## config.mk

```make
export PLATFORM = sky130hd
export DESIGN_NAME = ecgboc_div
export DESIGN_NICKNAME = d
export VERILOG_FILES = /design/src/ecgboc_pkg.sv /design/src/ecgboc_div.sv
export SDC_FILE = /design/constraint.sdc
export NUM_CORES = 1
export LEC_CHECK = 0
export ABC_AREA = 1
export ABC_CLOCK_PERIOD_IN_PS = 2800
export BUFFER_PORTS_ARGS = -buffer_cell sky130_fd_sc_hd__buf_2
export CAP_MARGIN = 20
export CORE_UTILIZATION = 54
export CTS_CLUSTER_SIZE = 8
export DETAILED_ROUTE_END_ITERATION = 8
export PLACE_DENSITY = 0.8
export SETUP_SLACK_MARGIN = 0.05
export SLEW_MARGIN = 30
export SYNTH_ARGS = -nofsm -noshare
export SYNTH_HDL_FRONTEND = slang
export SYNTH_SLANG_ARGS = --single-unit
export TNS_END_PERCENT = 50
```

## constraint.sdc

```tcl
create_clock -name clk -period 2.8 [get_ports clk]
set_input_delay 0.14 -clock clk [delete_from_list [all_inputs] [get_ports clk]]
set_output_delay 0.14 -clock clk [all_outputs]
set_load 0.01 [all_outputs]
```

## src/ecgboc_pkg.sv

```systemverilog
package ecgboc_pkg;

  localparam int LIST_DEPTH    = 256;
  localparam int NUM_INTERVALS = 10;
  localparam int TIME_BITS     = 24;

  localparam int ADDR_W  = $clog2(LIST_DEPTH);
  localparam int CNT_W   = $clog2(LIST_DEPTH + 1);
  localparam int MEM_AW  = ADDR_W + 2;
  localparam int K_W     = $clog2(NUM_INTERVALS + 1);
  localparam int KI_W    = $clog2(NUM_INTERVALS);

  // Divider: 34-bit dividend covers (span * 1000), 13-bit divisor covers the sample rate.
  localparam int DVD_W   = TIME_BITS + 10;
  localparam int DSR_W   = 13;

  localparam int DIFF_W  = TIME_BITS + 1;
  localparam int SUM_W   = DIFF_W + K_W;
  localparam int DEV_W   = DIFF_W + 1;
  localparam int SQ_W    = 2 * DEV_W;
  localparam int SQS_W   = SQ_W + K_W;
  localparam int LIM_W   = 32;

  // The mean is taken by a reciprocal multiplication. With the rounded-up reciprocal
  // the quotient stays exact as long as the sum magnitude times NUM_INTERVALS is
  // below 2^MEAN_SHIFT, which holds for every sum of NUM_INTERVALS time differences.
  localparam int              MEAN_SHIFT = 34;
  localparam longint unsigned MEAN_RECIP =
    ((64'd1 << MEAN_SHIFT) + 64'(NUM_INTERVALS) - 64'd1) / 64'(NUM_INTERVALS);
  localparam int              MUL_W      = SUM_W + MEAN_SHIFT;

  localparam logic [1:0] SEL_END = 2'd0;
  localparam logic [1:0] SEL_ONS = 2'd1;
  localparam logic [1:0] SEL_P   = 2'd2;

  localparam logic [2:0] CMD_ADD_END   = 3'd0;
  localparam logic [2:0] CMD_ADD_ONS   = 3'd1;
  localparam logic [2:0] CMD_ADD_P     = 3'd2;
  localparam logic [2:0] CMD_CLASSIFY  = 3'd3;
  localparam logic [2:0] CMD_CLEAR     = 3'd4;

  localparam logic [1:0] VERDICT_SUPRA = 2'd0;
  localparam logic [1:0] VERDICT_VENT  = 2'd1;
  localparam logic [1:0] VERDICT_SKIP  = 2'd2;

  localparam logic [1:0] CFG_SAMPLE_RATE = 2'd0;
  localparam logic [1:0] CFG_RS_LIMIT    = 2'd1;
  localparam logic [1:0] CFG_DEV_LIMIT   = 2'd2;

endpackage

```

## src/ecgboc_div.sv

```systemverilog
module ecgboc_div (
  input  logic                              clk,
  input  logic                              rst_n,
  input  logic                              start,
  input  logic [ecgboc_pkg::DVD_W-1:0]      dividend,
  input  logic [ecgboc_pkg::DSR_W-1:0]      divisor,
  output logic                              done,
  output logic [ecgboc_pkg::DVD_W-1:0]      quotient
);

  localparam int CW = $clog2(ecgboc_pkg::DVD_W + 1);

  logic [ecgboc_pkg::DSR_W:0]    rem_r;
  logic [ecgboc_pkg::DVD_W-1:0]  quo_r;
  logic [ecgboc_pkg::DSR_W-1:0]  dsr_r;
  logic [CW-1:0]                 cnt_r;
  logic                          busy_r;
  logic                          done_r;
  logic [ecgboc_pkg::DSR_W:0]    sh;
  logic                          fits;

  // One restoring step per cycle: shift in the next dividend bit, subtract if it fits.
  assign sh   = {rem_r[ecgboc_pkg::DSR_W-1:0], quo_r[ecgboc_pkg::DVD_W-1]};
  assign fits = sh >= {1'b0, dsr_r};

  always_ff @(posedge clk) begin
    if (!rst_n) begin
      busy_r <= 1'b0;
      done_r <= 1'b0;
      cnt_r  <= '0;
    end else begin
      done_r <= 1'b0;
      if (start) begin
        busy_r <= 1'b1;
        cnt_r  <= CW'(ecgboc_pkg::DVD_W);
        rem_r  <= '0;
        quo_r  <= dividend;
        dsr_r  <= divisor;
      end else if (busy_r) begin
        rem_r <= fits ? (sh - {1'b0, dsr_r}) : sh;
        quo_r <= {quo_r[ecgboc_pkg::DVD_W-2:0], fits};
        cnt_r <= cnt_r - 1'b1;
        if (cnt_r == CW'(1)) begin
          busy_r <= 1'b0;
          done_r <= 1'b1;
        end
      end
    end
  end

  assign done     = done_r;
  assign quotient = quo_r;

endmodule

```

==> results.sh <==
export IMPL_path_common_cell="nand2_1"
export IMPL_max_slew_margin_pct=57.2
export IMPL_period_share_pct=84.9
export IMPL_dieWidth_um=85.1
export IMPL_cp_slowest_cell="fa_1"
export IMPL_drc=0
export IMPL_synthTopCellsByArea="edfxtp_1 (48%), nand2_1 (21%), inv_1 (6.5%)"
export IMPL_synth_distinct_cells=28
export IMPL_p_clk_share_pct=30.9
export IMPL_crit_chain="inv_1 > ha_1 > inv_1 > fa_1 > nand2_1 > nand2_1 > nand3_1 > nand2_1 > nand2_2 > nand3_4 > nand2_4 > nand2_1 > nand2_1 > inv_1"
export IMPL_combinationalPowerShare_pct=24.9
export IMPL_outcome="complete, no violations"
export IMPL_fin_nets=625
export IMPL_synth_edf_count=60
export IMPL_drt_pass1_iter_count=5
export IMPL_seq_area_frac_synth_pct=52.6
export IMPL_place_ws_ns=0.287
export IMPL_num_rows=29
export IMPL_num_antenna_cells=0
export IMPL_r2r_slack_ns=0.42
export IMPL_syn_inst=458
export IMPL_core_mm2=0.00649
export IMPL_ant_nets=0
export IMPL_powerDensity_mw_per_mm2=635
export IMPL_arrival_ns=2.49
export IMPL_cts_tree="yes"
export IMPL_port_buffers=84
export IMPL_clkLatencyLatePin_ns=0.34
export IMPL_fmax_mhz=421
export IMPL_drv_slew=0
export IMPL_cp_start_kind="register"
export IMPL_routabilityCongestion=0.844
export IMPL_start_util_pct=57.4
export IMPL_skew_ns=0.0110
export IMPL_syn_to_final_growth_pct=23.1
export IMPL_grt_pass1_vias=3176
export IMPL_p_int_mw=2.01
export IMPL_vias_per_cell=5.13
export IMPL_finalSetupViolCount=0
export IMPL_hpwl_um=6100
export IMPL_multi_input_area_mm2=0.00147
export IMPL_numCtsBuffers=9
export IMPL_drt_total_wl_um=8480
export IMPL_rsz0062_at_grt="no"
export IMPL_synth_area_leader_cell="edfxtp_1"
export IMPL_hold_class="input port to register"
export IMPL_fillers=501
export IMPL_dieArea_mm2=0.00724
export IMPL_p_sw_uw=903
export IMPL_routedWlPerCell_um=13.2
export IMPL_synth_seq_cells=68
export IMPL_post_route_min_period_ns=2.38
export IMPL_max_stage_delay_ns=0.43
export IMPL_ctsRootBufferMaster="clkbuf_8"
export IMPL_antenna_found_initial=0
export IMPL_grt_pass1_wl_um=14000
export IMPL_vdd_drop_max_mv=0.473
export IMPL_avgSynthCellArea_um2=8.14
export IMPL_worst_setup_path_end_kind="register"
export IMPL_clock_sinks=68
export IMPL_p_leak_nw=2.37
export IMPL_drive_above_1_share_pct=19.9
export IMPL_synth_area_mm2=0.00373
export IMPL_seq_area_mm2=0.00196
export IMPL_finalSetupTns_ns=0
export IMPL_drt_initial_drc_count=285
export IMPL_postLayoutCellArea_mm2=0.00459
export IMPL_tightest_slew_ns=0.641
export IMPL_die_h_um=85.1
export IMPL_power_frac_seq_pct=44.2
export IMPL_num_io_pins=85
export IMPL_placed_area_mm2=0.00423
export IMPL_grt_overflow=0
export IMPL_crit_buf_inv=3
export IMPL_synth_warnings=0
export IMPL_synth_top_area_share_pct=48.3
export IMPL_swShare_pct=31.0
export IMPL_synthFlopType="edfxtp_1"
export IMPL_path_clk_slew_ns=0.08
export IMPL_timing_final_ws_setup_ns=0.422
export IMPL_dr_total_vias=3288
export IMPL_synthesis_nets=524
export IMPL_cts_buffer_depth=2
export IMPL_cts_setup_buffers=0
export IMPL_htree_num_levels=3
export IMPL_worstPathRequired_ns=2.91
export IMPL_worstPathMaxFanout=20
export IMPL_crit_type="register to register"
export IMPL_grtUsageTotal_pct=24.9
export IMPL_maxCapViolCount=0
export IMPL_grt_start_max_net_pins=35
export IMPL_synth_async_reset_ratio_pct=0
export IMPL_cpLargestDelayFamily="simple AND/OR/NAND/NOR gates"
export IMPL_hold_viol_final=0
power by group through the flow:
stage	combinational, mW	sequential [mW]	clock [mW]
after global routing	0.819	1.30	0.947
final	0.726	1.29	0.899
after detailed placement	0.697	1.31	0
after global placement	0.673	1.31	0
after CTS	0.716	1.29	0.912
after floorplan	0.488	1.32	0
synth_stat cells (3+ instances only):
| cell | number |
|---|---|
| ha_1 | 15 |
| dfxtp_1 | 8 |
| nand3_1 | 16 |
| inv_1 | 65 |
| o21ai_0 | 3 |
| nor2_1 | 36 |
| nor3_1 | 3 |
| nand4_1 | 9 |
| edfxtp_1 | 60 |
| xnor2_1 | 4 |
| clkbuf_1 | 7 |
| a21oi_1 | 8 |
| nand2_1 | 204 |
sequential cells by signal, summed over array words and instances, names as in the netlist:
name,count
done,1
busy_r,1
quotient,34
cnt_r,6
rem_r,13
dsr_r,13
kinds of logic after synthesis:
group                      Yosys count  share of synthesized area [%]
buffers and inverters               77                           8.25
and+or+nand+nor                    280                           30.7
xor gates and xnor gates             4                          0.940
DFF                                 68                           52.6
adders and majority gates           16                           5.57
AOI/OAI and AO/OA                   13                           1.91
timing repair:
item                                    in CTS  in global routing
endpoints found under the setup margin       0                  2
hold buffers                                13                  0
gates resized for setup                      0                  1
endpoints found under the hold margin       13                  0
routing by layer:
| metal | GRT usage [%] | vias up | part of all wire [%] |
|---|---|---|---|
| met5 | 0 | - | 0 |
| met2 | 42.2 | 135 | 48 |
| met1 | 31.8 | 1501 | 42 |
| met3 | 6.61 | 9 | 8.0 |
| met4 | 6.78 | 0 | 1.0 |
| li1 | - | 1643 | - |
layout make-up:
class	instances	share of cell area (%)
sequential	68	42.7
multi-input combinational	313	32.0
timing repair buffer	101	12.9
inverter	66	5.40
clock buffer	9	2.70
clock inverter	7	2.13
tap	77	2.10
per-stage QoR:
stage	hold WS (ns)	power, mW	instances	util, %
global placement	0.317	1.98	612	65.1
detailed placement	0.319	2.00	612	65.1
CTS	0.0161	2.91	641	70.5
floorplan	0.239	1.81	458	-
finish	0.0271	2.91	641	70.7
global route	0.0501	3.06	641	70.7
placed cells by master, fill, tap and decap left out, drive strengths merged, types with 4 or more instances in the layout:
master       Yosys  layout
dfxtp            8       8
nand3           18      18
dlygate4sd3      0      13
a21oi            9       9
xnor2            4       4
edfxtp          60      60
clkbuf           7       9
buf              4      88
ha              15      15
nand4            9       9
nor2            36      36
nand2          207     207
inv             66      68
final timing paths:
| kind | start | endpoint | depth (start not counted) |
|---|---|---|---|
| max | quotient[33] | rem_r[11] | 14 |
| min | start | done | 2 |
| max reg2reg | quotient[33] | rem_r[11] | 14 |
| min reg2reg | cnt_r[5] | cnt_r[5] | 2 |
No activity file was read; power rests on OpenSTA's default activity.
